[src/rtl/core/gdps_pkg.sv]
// Shared types and constants for the greedy distance point suppression unit.
// No dependencies; imported by every module of the block.
package gdps_pkg;

    localparam int MAX_POINTS_DEF = 64;
    localparam int QUEUE_DEPTH    = 2;

    localparam int COORD_W  = 16;
    localparam int RADIUS_W = 8;
    localparam int SIZE_W   = 12;
    localparam int FRAC_W   = 4;
    localparam int SQ_W     = 2 * COORD_W;
    localparam int DIST_W   = SQ_W + 1;
    // 8*R*R pixels^2 in 1/256 pixel^2 units is R*R shifted left by 11.
    localparam int THR_SHIFT = 11;
    localparam int THR_W     = 2 * RADIUS_W + THR_SHIFT;

    localparam int APB_ADDR_W = 4;
    localparam int APB_DATA_W = 32;

    localparam logic [1:0] REG_REGION_RADIUS = 2'd0;
    localparam logic [1:0] REG_IMAGE_WIDTH   = 2'd1;
    localparam logic [1:0] REG_IMAGE_HEIGHT  = 2'd2;

    localparam logic [RADIUS_W-1:0] RADIUS_RESET = 8'd16;
    localparam logic [SIZE_W-1:0]   WIDTH_RESET  = 12'd640;
    localparam logic [SIZE_W-1:0]   HEIGHT_RESET = 12'd480;

    // One classified point on its way from the front to the back.
    typedef struct packed {
        logic [COORD_W-1:0] pos_x;
        logic [COORD_W-1:0] pos_y;
        logic               first_of_set;
        logic               at_border;
    } point_t;

    typedef struct packed {
        logic store_overflow;
        logic at_border;
        logic near_kept;
        logic keep;
    } result_t;

endpackage

[src/rtl/core/gdps_front.sv]
// Front end: takes input transfers, runs the image border test and holds one point.
// Depends on gdps_pkg.
module gdps_front
    import gdps_pkg::*;
(
    input  logic                aclk,
    input  logic                aresetn,
    input  logic                s_tvalid,
    output logic                s_tready,
    input  logic [COORD_W-1:0]  in_pos_x,
    input  logic [COORD_W-1:0]  in_pos_y,
    input  logic                in_first,
    input  logic [RADIUS_W-1:0] region_radius,
    input  logic [SIZE_W-1:0]   image_width,
    input  logic [SIZE_W-1:0]   image_height,
    output logic                push,
    output point_t              push_point,
    input  logic                queue_full
);

    logic                  valid_reg;
    logic                  valid_next;
    point_t                point_reg;
    logic                  accept;
    logic                  border;
    logic [COORD_W-1:0]    r16;
    logic [COORD_W-1:0]    w16;
    logic [COORD_W-1:0]    h16;
    logic [COORD_W:0]      x_plus_r;
    logic [COORD_W:0]      y_plus_r;

    assign push     = valid_reg && !queue_full;
    assign s_tready = !valid_reg || push;
    assign accept   = s_tvalid && s_tready;

    always_comb begin
        r16      = {{(COORD_W - RADIUS_W - FRAC_W){1'b0}}, region_radius, {FRAC_W{1'b0}}};
        w16      = {image_width, {FRAC_W{1'b0}}};
        h16      = {image_height, {FRAC_W{1'b0}}};
        x_plus_r = {1'b0, in_pos_x} + {1'b0, r16};
        y_plus_r = {1'b0, in_pos_y} + {1'b0, r16};
        // width - x < r is rewritten as width < x + r to stay unsigned.
        border = (in_pos_x < r16) || (in_pos_y < r16) ||
                 ({1'b0, w16} < x_plus_r) || ({1'b0, h16} < y_plus_r);
    end

    always_comb begin
        valid_next = valid_reg;
        if (accept) begin
            valid_next = 1'b1;
        end else if (push) begin
            valid_next = 1'b0;
        end
    end

    always_ff @(posedge aclk) begin
        if (!aresetn) begin
            valid_reg <= 1'b0;
        end else begin
            valid_reg <= valid_next;
        end
    end

    always_ff @(posedge aclk) begin
        if (accept) begin
            point_reg.pos_x        <= in_pos_x;
            point_reg.pos_y        <= in_pos_y;
            point_reg.first_of_set <= in_first;
            point_reg.at_border    <= border;
        end
    end

    assign push_point = point_reg;

endmodule

[src/rtl/core/gdps_queue.sv]
// Small FIFO of classified points between the front and the back.
// Depends on gdps_pkg.
module gdps_queue
    import gdps_pkg::*;
#(
    parameter int DEPTH = QUEUE_DEPTH
)
(
    input  logic   aclk,
    input  logic   aresetn,
    input  logic   push,
    input  point_t push_point,
    output logic   full,
    input  logic   pop,
    output logic   not_empty,
    output point_t head_point
);

    localparam int PTR_W = (DEPTH > 1) ? $clog2(DEPTH) : 1;
    localparam int CNT_W = $clog2(DEPTH + 1);

    point_t             slots [DEPTH];
    logic [PTR_W-1:0]   wr_ptr_reg;
    logic [PTR_W-1:0]   wr_ptr_next;
    logic [PTR_W-1:0]   rd_ptr_reg;
    logic [PTR_W-1:0]   rd_ptr_next;
    logic [CNT_W-1:0]   count_reg;
    logic [CNT_W-1:0]   count_next;

    assign full       = (count_reg == CNT_W'(DEPTH));
    assign not_empty  = (count_reg != '0);
    assign head_point = slots[rd_ptr_reg];

    always_comb begin
        wr_ptr_next = wr_ptr_reg;
        rd_ptr_next = rd_ptr_reg;
        count_next  = count_reg;
        if (push) begin
            wr_ptr_next = (wr_ptr_reg == PTR_W'(DEPTH - 1)) ? '0 : wr_ptr_reg + 1'b1;
        end
        if (pop) begin
            rd_ptr_next = (rd_ptr_reg == PTR_W'(DEPTH - 1)) ? '0 : rd_ptr_reg + 1'b1;
        end
        if (push && !pop) begin
            count_next = count_reg + 1'b1;
        end else if (pop && !push) begin
            count_next = count_reg - 1'b1;
        end
    end

    always_ff @(posedge aclk) begin
        if (!aresetn) begin
            wr_ptr_reg <= '0;
            rd_ptr_reg <= '0;
            count_reg  <= '0;
        end else begin
            wr_ptr_reg <= wr_ptr_next;
            rd_ptr_reg <= rd_ptr_next;
            count_reg  <= count_next;
        end
    end

    always_ff @(posedge aclk) begin
        if (push) begin
            slots[wr_ptr_reg] <= push_point;
        end
    end

`ifndef SYNTH
    assert property (@(posedge aclk) disable iff (!aresetn) count_reg <= CNT_W'(DEPTH))
        else $error("queue holds more entries than its depth");
    assert property (@(posedge aclk) disable iff (!aresetn) !(pop && !not_empty))
        else $error("queue popped while empty");
    assert property (@(posedge aclk) disable iff (!aresetn)
        (push && !pop) |=> count_reg == $past(count_reg) + 1'b1)
        else $error("queue count missed a push");
`endif

endmodule

[src/rtl/core/gdps_back.sv]
// Back end: scans the survivor store for each point, stores survivors, holds the result.
// Depends on gdps_pkg; the survivor store memory lives here.
module gdps_back
    import gdps_pkg::*;
#(
    parameter int MAX_POINTS = MAX_POINTS_DEF
)
(
    input  logic                aclk,
    input  logic                aresetn,
    input  logic                q_not_empty,
    input  point_t              q_point,
    output logic                q_pop,
    input  logic [RADIUS_W-1:0] region_radius,
    output logic                m_valid,
    input  logic                m_ready,
    output result_t             m_result
);

    localparam int IDX_W = $clog2(MAX_POINTS);
    localparam int CNT_W = $clog2(MAX_POINTS + 1);

    typedef enum logic [2:0] {
        ST_IDLE = 3'b001,
        ST_SCAN = 3'b010,
        ST_DONE = 3'b100
    } state_t;

    state_t              state_reg;
    state_t              state_next;
    logic [CNT_W-1:0]    count_reg;
    logic [CNT_W-1:0]    count_next;
    logic [CNT_W-1:0]    scan_cnt_reg;
    logic [CNT_W-1:0]    scan_cnt_next;
    logic [CNT_W-1:0]    rd_idx_reg;
    logic [CNT_W-1:0]    rd_idx_next;
    logic                s1_valid_reg;
    logic                s2_valid_reg;
    logic                near_reg;
    logic                near_next;
    logic                m_valid_reg;
    logic                m_valid_next;
    result_t             m_result_reg;
    point_t              point_reg;
    logic [THR_W-1:0]    thr_reg;
    logic [2*RADIUS_W-1:0] r_sq;
    logic [COORD_W-1:0]  kept_x [MAX_POINTS];
    logic [COORD_W-1:0]  kept_y [MAX_POINTS];
    logic [COORD_W-1:0]  rd_x_reg;
    logic [COORD_W-1:0]  rd_y_reg;
    logic [SQ_W-1:0]     dx2_reg;
    logic [SQ_W-1:0]     dy2_reg;
    logic [COORD_W-1:0]  dx;
    logic [COORD_W-1:0]  dy;
    logic [DIST_W-1:0]   dist2;
    logic                rd_en;
    logic                out_load;
    logic                has_room;
    logic                store_we;

    assign has_room = (count_reg < CNT_W'(MAX_POINTS));
    assign q_pop    = (state_reg == ST_IDLE) && q_not_empty;
    assign rd_en    = (state_reg == ST_SCAN) && (rd_idx_reg < scan_cnt_reg);
    assign out_load = (state_reg == ST_DONE) && (!m_valid_reg || m_ready);
    assign store_we = out_load && !near_reg && has_room;
    assign r_sq     = region_radius * region_radius;

    always_comb begin
        dx    = (point_reg.pos_x >= rd_x_reg) ? point_reg.pos_x - rd_x_reg
                                              : rd_x_reg - point_reg.pos_x;
        dy    = (point_reg.pos_y >= rd_y_reg) ? point_reg.pos_y - rd_y_reg
                                              : rd_y_reg - point_reg.pos_y;
        dist2 = {1'b0, dx2_reg} + {1'b0, dy2_reg};
    end

    always_comb begin
        state_next    = state_reg;
        count_next    = count_reg;
        scan_cnt_next = scan_cnt_reg;
        rd_idx_next   = rd_idx_reg;
        near_next     = near_reg;
        m_valid_next  = m_valid_reg;
        if (m_ready) begin
            m_valid_next = 1'b0;
        end
        case (state_reg)
            ST_IDLE: begin
                if (q_not_empty) begin
                    // A first point empties the store before it is judged.
                    if (q_point.first_of_set) begin
                        count_next    = '0;
                        scan_cnt_next = '0;
                    end else begin
                        scan_cnt_next = count_reg;
                    end
                    rd_idx_next = '0;
                    near_next   = 1'b0;
                    state_next  = ST_SCAN;
                end
            end
            ST_SCAN: begin
                if (rd_en) begin
                    rd_idx_next = rd_idx_reg + 1'b1;
                end
                if (s2_valid_reg && (dist2 < DIST_W'(thr_reg))) begin
                    near_next = 1'b1;
                end
                if (!rd_en && !s1_valid_reg && !s2_valid_reg) begin
                    state_next = ST_DONE;
                end
            end
            ST_DONE: begin
                if (out_load) begin
                    m_valid_next = 1'b1;
                    if (store_we) begin
                        count_next = count_reg + 1'b1;
                    end
                    state_next = ST_IDLE;
                end
            end
            default: begin
                state_next = ST_IDLE;
            end
        endcase
    end

    always_ff @(posedge aclk) begin
        if (!aresetn) begin
            state_reg    <= ST_IDLE;
            count_reg    <= '0;
            scan_cnt_reg <= '0;
            rd_idx_reg   <= '0;
            s1_valid_reg <= 1'b0;
            s2_valid_reg <= 1'b0;
            near_reg     <= 1'b0;
            m_valid_reg  <= 1'b0;
        end else begin
            state_reg    <= state_next;
            count_reg    <= count_next;
            scan_cnt_reg <= scan_cnt_next;
            rd_idx_reg   <= rd_idx_next;
            s1_valid_reg <= rd_en;
            s2_valid_reg <= s1_valid_reg;
            near_reg     <= near_next;
            m_valid_reg  <= m_valid_next;
        end
    end

    // Point, threshold, distance pipeline and result payload.
    always_ff @(posedge aclk) begin
        if (q_pop) begin
            point_reg <= q_point;
            thr_reg   <= {r_sq, {THR_SHIFT{1'b0}}};
        end
        dx2_reg <= dx * dx;
        dy2_reg <= dy * dy;
        if (out_load) begin
            m_result_reg.near_kept      <= near_reg;
            m_result_reg.at_border      <= point_reg.at_border;
            m_result_reg.keep           <= !near_reg && !point_reg.at_border;
            m_result_reg.store_overflow <= !near_reg && !has_room;
        end
    end

    // Survivor store: one write port, one registered read port.
    always_ff @(posedge aclk) begin
        if (store_we) begin
            kept_x[count_reg[IDX_W-1:0]] <= point_reg.pos_x;
            kept_y[count_reg[IDX_W-1:0]] <= point_reg.pos_y;
        end
        if (rd_en) begin
            rd_x_reg <= kept_x[rd_idx_reg[IDX_W-1:0]];
            rd_y_reg <= kept_y[rd_idx_reg[IDX_W-1:0]];
        end
    end

    assign m_valid  = m_valid_reg;
    assign m_result = m_result_reg;

`ifndef SYNTH
    assert property (@(posedge aclk) disable iff (!aresetn) count_reg <= CNT_W'(MAX_POINTS))
        else $error("survivor count beyond store size");
    assert property (@(posedge aclk) disable iff (!aresetn)
        (state_reg == ST_SCAN) |-> (scan_cnt_reg == count_reg))
        else $error("scan length differs from survivor count");
    assert property (@(posedge aclk) disable iff (!aresetn)
        (s1_valid_reg || s2_valid_reg) |-> (state_reg == ST_SCAN))
        else $error("distance pipeline busy outside the scan");
`endif

endmodule

[src/rtl/core/greedy_distance_point_suppression_unit.sv]
// Top level of the greedy distance point suppression unit: configuration registers,
// front end, point queue and back end. Depends on gdps_pkg, gdps_front, gdps_queue, gdps_back.
//
//   Channel   Direction  Handshake          Payload
//   s_        in         s_tvalid/s_tready  tdata: pos_x, pos_y; tuser: first_of_set
//   m_        out        m_tvalid/m_tready  tdata: keep; tuser: near_kept, at_border, overflow
//   APB       in         psel/penable       radius, width, height at 0x0, 0x4, 0x8
//
// In the back end the survivor scan reads one stored point per cycle from the single
// memory read port, at most MAX_POINTS of them; nothing is scanned for a first point or
// an empty store.
// The front end and a two-entry queue take further points while the back end scans.
// Reset is synchronous and active low; it empties the store and the queue. No clearing
// pass is needed. A stalled result waits in the output register without losing points.
module greedy_distance_point_suppression_unit
    import gdps_pkg::*;
#(
    parameter int MAX_POINTS = MAX_POINTS_DEF
)
(
    input  logic                  aclk,
    input  logic                  aresetn,
    input  logic                  s_tvalid,
    output logic                  s_tready,
    input  logic [31:0]           s_tdata,   // [15:0] pos_x, [31:16] pos_y
    input  logic [0:0]            s_tuser,   // [0] first_of_set
    output logic                  m_tvalid,
    input  logic                  m_tready,
    output logic [7:0]            m_tdata,   // [0] keep, [7:1] zero
    output logic [2:0]            m_tuser,   // [0] near_kept, [1] at_border, [2] store_overflow
    input  logic                  psel,
    input  logic                  penable,
    input  logic                  pwrite,
    input  logic [APB_ADDR_W-1:0] paddr,
    input  logic [APB_DATA_W-1:0] pwdata,
    output logic [APB_DATA_W-1:0] prdata,
    output logic                  pready
);

    logic [RADIUS_W-1:0] region_radius_reg;
    logic [SIZE_W-1:0]   image_width_reg;
    logic [SIZE_W-1:0]   image_height_reg;
    logic                cfg_write;
    logic [1:0]          reg_index;
    logic                push;
    point_t              push_point;
    logic                queue_full;
    logic                pop;
    logic                queue_not_empty;
    point_t              head_point;
    result_t             result;

    assign pready    = 1'b1;
    assign reg_index = paddr[3:2];
    assign cfg_write = psel && penable && pwrite && pready;

    always_ff @(posedge aclk) begin
        if (!aresetn) begin
            region_radius_reg <= RADIUS_RESET;
            image_width_reg   <= WIDTH_RESET;
            image_height_reg  <= HEIGHT_RESET;
        end else if (cfg_write) begin
            case (reg_index)
                REG_REGION_RADIUS: region_radius_reg <= pwdata[RADIUS_W-1:0];
                REG_IMAGE_WIDTH:   image_width_reg   <= pwdata[SIZE_W-1:0];
                REG_IMAGE_HEIGHT:  image_height_reg  <= pwdata[SIZE_W-1:0];
                default: begin
                end
            endcase
        end
    end

    always_comb begin
        case (reg_index)
            REG_REGION_RADIUS: prdata = {{(APB_DATA_W - RADIUS_W){1'b0}}, region_radius_reg};
            REG_IMAGE_WIDTH:   prdata = {{(APB_DATA_W - SIZE_W){1'b0}}, image_width_reg};
            REG_IMAGE_HEIGHT:  prdata = {{(APB_DATA_W - SIZE_W){1'b0}}, image_height_reg};
            default:           prdata = '0;
        endcase
    end

    gdps_front u_front (
        .aclk          (aclk),
        .aresetn       (aresetn),
        .s_tvalid      (s_tvalid),
        .s_tready      (s_tready),
        .in_pos_x      (s_tdata[15:0]),
        .in_pos_y      (s_tdata[31:16]),
        .in_first      (s_tuser[0]),
        .region_radius (region_radius_reg),
        .image_width   (image_width_reg),
        .image_height  (image_height_reg),
        .push          (push),
        .push_point    (push_point),
        .queue_full    (queue_full)
    );

    gdps_queue #(
        .DEPTH (QUEUE_DEPTH)
    ) u_queue (
        .aclk       (aclk),
        .aresetn    (aresetn),
        .push       (push),
        .push_point (push_point),
        .full       (queue_full),
        .pop        (pop),
        .not_empty  (queue_not_empty),
        .head_point (head_point)
    );

    gdps_back #(
        .MAX_POINTS (MAX_POINTS)
    ) u_back (
        .aclk          (aclk),
        .aresetn       (aresetn),
        .q_not_empty   (queue_not_empty),
        .q_point       (head_point),
        .q_pop         (pop),
        .region_radius (region_radius_reg),
        .m_valid       (m_tvalid),
        .m_ready       (m_tready),
        .m_result      (result)
    );

    assign m_tdata = {7'b0, result.keep};
    assign m_tuser = {result.store_overflow, result.at_border, result.near_kept};

endmodule
[config.mk]
export PLATFORM = sky130hd
export DESIGN_NAME = greedy_distance_point_suppression_unit
export DESIGN_NICKNAME = d
export VERILOG_FILES = /design/src/rtl/core/gdps_pkg.sv /design/src/rtl/core/gdps_front.sv /design/src/rtl/core/gdps_queue.sv /design/src/rtl/core/gdps_back.sv /design/src/rtl/core/greedy_distance_point_suppression_unit.sv
export SDC_FILE = /design/constraint.sdc
export NUM_CORES = 2
export LEC_CHECK = 0
export ABC_AREA = 1
export ABC_CLOCK_PERIOD_IN_PS = 8300
export BUFFER_PORTS_ARGS = -buffer_cell sky130_fd_sc_hd__buf_2
export CAP_MARGIN = 20
export CORE_AREA = 2 2 447 449
export CTS_CLUSTER_SIZE = 40
export DETAILED_ROUTE_END_ITERATION = 12
export DIE_AREA = 0 0 449 451
export MAX_ROUTING_LAYER = met4
export PLACE_DENSITY = 0.77
export SYNTH_ARGS = -nofsm -noshare
export SYNTH_HDL_FRONTEND = slang
export SYNTH_HIERARCHICAL = 1
export SYNTH_SLANG_ARGS = --single-unit
[constraint.sdc]
create_clock -name aclk -period 8.3 [get_ports aclk]
set_input_delay 0.415 -clock aclk [delete_from_list [all_inputs] [get_ports aclk]]
set_output_delay 0.415 -clock aclk [all_outputs]
set_load 0.05 [all_outputs]
==> flow_results.xml <==
<?xml version="1.0" encoding="UTF-8"?>
<metrics>
  <group name="status">
    <metric name="status" unit="">complete, no violations</metric>
  </group>
  <group name="cells_and_area">
    <metric name="total_nets_final" unit="">10820</metric>
    <metric name="area.growth.synth_to_final" unit="%">10.06</metric>
    <metric name="final_cell_mix" unit="">2,234 x sky130_fd_sc_hd__edfxtp_1, 1,406 x sky130_fd_sc_hd__nor2_1, 1,130 x sky130_fd_sc_hd__o21ai_0</metric>
    <metric name="final_util" unit="%">63.33</metric>
    <metric name="drive_gt1_share" unit="%">8.251</metric>
    <metric name="layout.cells.most_common" unit="">sky130_fd_sc_hd__edfxtp_1</metric>
  </group>
  <group name="job">
    <metric name="cap_violations" unit="">0</metric>
  </group>
  <group name="detailed_routing">
    <metric name="detailedRoute.firstPassIterationCount" unit="">6</metric>
    <metric name="detailroute.wirelength.met2" unit="um">149000</metric>
    <metric name="met3RoutedLength" unit="um">38800</metric>
    <metric name="detail_route.vias_per_cell" unit="">6.181</metric>
    <metric name="routed_wire_length_per_instance" unit="um">25.21</metric>
    <metric name="drt_iter0_drc" unit="">11370</metric>
    <metric name="met1_length" unit="um">119000</metric>
    <metric name="postRouteWirelength" unit="um">323800</metric>
    <metric name="remaining_drc_errors" unit="">0</metric>
    <metric name="topRoutingLayerUsed" unit="">met4</metric>
    <metric name="vias" unit="">79400</metric>
    <metric name="detail-route-antenna-nets" unit="">0</metric>
  </group>
  <group name="sta">
    <metric name="report.final.hold_viol_count" unit="">0</metric>
    <metric name="fmax" unit="GHz">0.1251</metric>
    <metric name="final_critical_period" unit="ps">7994</metric>
    <metric name="timing.final.setup_violations" unit="">0</metric>
    <metric name="max_slew.worst_pin.slew" unit="ps">1221</metric>
    <metric name="final_min_period_over_clock_period" unit="%">96.32</metric>
    <metric name="fin_setup_tns" unit="ps">0</metric>
    <metric name="maxSlewHeadroom" unit="%">18.41</metric>
    <metric name="skew" unit="ps">82.00</metric>
    <metric name="final_max_slew_viols" unit="">0</metric>
  </group>
  <group name="setup_path">
    <metric name="worstSetupEndpointType" unit="">flip-flop</metric>
    <metric name="ff2ff_setup_slack" unit="ps">310</metric>
    <metric name="worstReg2RegEnd" unit="">u_back/dx2_reg[22]</metric>
    <metric name="critical_path_depth_in_cells" unit="">31</metric>
    <metric name="r2r_startpoint" unit="">u_back/point_reg[20]</metric>
    <metric name="setup.worst_path.end" unit="">u_back/dx2_reg[22]</metric>
    <metric name="critical_path_fanouts_max" unit="">9</metric>
    <metric name="worst_r2r_path_depth" unit="">31</metric>
    <metric name="worstPathBufferInverterCount" unit="">8</metric>
    <metric name="critPathMaxStageDelay" unit="ps">610</metric>
    <metric name="worstPathArrival" unit="ps">8740</metric>
    <metric name="crit_type" unit="">reg -&gt; reg</metric>
    <metric name="critical_path.startpoint_type" unit="">flip-flop</metric>
    <metric name="critical-path-top-delay-family" unit="">adder cells</metric>
    <metric name="timing.critical_path.required" unit="ps">9050</metric>
    <metric name="cp-startpoint" unit="">u_back/point_reg[20]</metric>
    <metric name="cp_slowest_cell" unit="">sky130_fd_sc_hd__edfxtp_1</metric>
  </group>
  <group name="global_route">
    <metric name="number_of_global_route_vias_before_repair" unit="">77850</metric>
    <metric name="grt_antenna_before_repair" unit="">19</metric>
    <metric name="grt-ovfl-total" unit="">0</metric>
    <metric name="pin_count_of_the_biggest_net_entering_global_routing" unit="">191</metric>
    <metric name="groute.usage.overall" unit="%">32.54</metric>
    <metric name="wire_length_of_the_first_global_routing_pass" unit="um">479200</metric>
  </group>
  <group name="worst_hold_path">
    <metric name="hold_depth" unit="">4</metric>
    <metric name="hold_path_class" unit="">in -&gt; reg</metric>
  </group>
  <group name="synthesis">
    <metric name="synthTopCellsByArea" unit="">sky130_fd_sc_hd__edfxtp_1 59%, sky130_fd_sc_hd__fa_1 6.3%, sky130_fd_sc_hd__o21ai_0 5.0%</metric>
    <metric name="synth_area" unit="um2">114100</metric>
    <metric name="synth_seq_area_share" unit="%">61.03</metric>
    <metric name="synth_flop_cell" unit="">sky130_fd_sc_hd__edfxtp_1</metric>
    <metric name="netlist-cell-type-count" unit="">64</metric>
    <metric name="netlist.top_cell.by_area" unit="">sky130_fd_sc_hd__edfxtp_1</metric>
    <metric name="synth_async_sr_flop_share" unit="%">0</metric>
    <metric name="yosys_register_bits" unit="">2360</metric>
    <metric name="postSynthAreaPerCell" unit="um2">11.52</metric>
    <metric name="synth-edff-count" unit="">2234</metric>
    <metric name="yosysWarnings" unit="">6</metric>
    <metric name="syn-instance-count" unit="">9905</metric>
    <metric name="yosys.area.top_type_share" unit="%">58.82</metric>
  </group>
  <group name="clocking">
    <metric name="clock_tree_from_tritoncts" unit="">built</metric>
    <metric name="path_clk_slew" unit="ps">70</metric>
    <metric name="cts.root.buffer_cell" unit="">sky130_fd_sc_hd__clkbuf_16</metric>
    <metric name="tritoncts.num_buffers" unit="">217</metric>
    <metric name="ctsHtreeMaxLevel" unit="">4</metric>
    <metric name="insertion_delay" unit="ps">890</metric>
    <metric name="clock-sinks" unit="">2360</metric>
    <metric name="clockBufferDepth" unit="">3</metric>
  </group>
  <group name="floorplan">
    <metric name="die_w" unit="um">449</metric>
    <metric name="die_outline_area" unit="um2">202500</metric>
    <metric name="initial_core_util" unit="%">57.54</metric>
    <metric name="design.core.area" unit="um2">198200</metric>
    <metric name="rows" unit="">164</metric>
    <metric name="pin_count" unit="">122</metric>
    <metric name="die-height" unit="um">451</metric>
  </group>
  <group name="placed_design">
    <metric name="placement.io_buffers" unit="">71</metric>
    <metric name="dp_hpwl" unit="um">194900</metric>
    <metric name="finalWeightedCongestion" unit="">0.9550</metric>
  </group>
</metrics>
-- synth_stat cells, drive strengths merged, types with 40 or more instances --
| cell type | number |
|---|---|
| o221ai | 203 |
| o21ai | 1149 |
| o22ai | 309 |
| inv | 911 |
| nand2 | 1100 |
| buf | 164 |
| nand3 | 349 |
| ha | 396 |
| a21oi | 269 |
| nor3 | 40 |
| nor2 | 1488 |
| dfxtp | 126 |
| clkbuf | 350 |
| edfxtp | 2234 |
| o211ai | 60 |
| nand4 | 57 |
| xor2 | 119 |
| fa | 357 |
-- cells by family (layout without fill, tap and decap cells) --
family	count (synthesis)	after routing	share of synthesized area, %
compound gates	2098	2098	10.66
other cells	2	49	0.006584
fa+ha+maj	753	753	10.61
flops	2360	2360	61.03
simple gates	3066	3066	10.88
mux	34	34	0.4344
xor+xnor	157	157	1.311
buf+inv	1435	1673	5.071
-- timing repair --
item                                    CTS  global route
endpoints found under the setup margin    0            22
gates resized for setup                   0            21
hold buffers                             47             0
buffers inserted                          0            14
endpoints found under the hold margin    66             0
-- worst min-delay path: cells and delay by family --
kind	cells	cell delay [ps]
AOI/OAI and AO/OA	1	150
buffers and inverters	2	100
and+or+nand+nor	1	160
-- worst min-delay path by stage --
| stage | from | end |
|---|---|---|
| after floorplan | u_back/s1_valid_reg | u_back/s2_valid_reg |
| after detailed placement | u_back/s1_valid_reg | u_back/s2_valid_reg |
| after global routing | m_tready | u_back/m_valid |
| after CTS | paddr[2] | image_width_reg[3] |
| final | m_tready | u_back/m_valid |
| after global placement | u_back/s1_valid_reg | u_back/s2_valid_reg |
-- routing by layer --
metal,GRT usage [%],vias to the layer above
met5,-,-
met4,15.18,0
met3,6.689,824
met2,49.80,4922
met1,42.02,38710
li1,-,34940
-- final cells by class --
class | count | area [um2]
Antenna cell | 21 | 52.55
Clock buffer | 264 | 5649
Clock inverter | 137 | 1242
Fill cell | 14690 | 72690
Inverter | 921 | 3498
Multi-Input combinational cell | 6136 | 39320
Sequential cell | 2360 | 69620
Tap cell | 2656 | 3323
Timing Repair Buffer | 350 | 2820
Timing Repair inverter | 1 | 5.005
-- stage by stage --
stage | setup slack [ps] | area, um2 | hold WS, ps | cells
5_1_grt | -43.75 | 125500 | 56.80 | 12840
4_1_cts | 167.1 | 125200 | 7.298 | 12810
3_5_place_dp | 226.0 | 117800 | 419.3 | 12360
2_1_floorplan | 542.9 | 114200 | 407.1 | 9931
3_3_place_gp | 283.3 | 117800 | 412.6 | 12360
6_report | 305.6 | 125500 | 27.88 | 12850
Power is left out: the tool's default activity adds up to more than one toggle a clock period on the data nets, which glitch-free logic cannot reach.
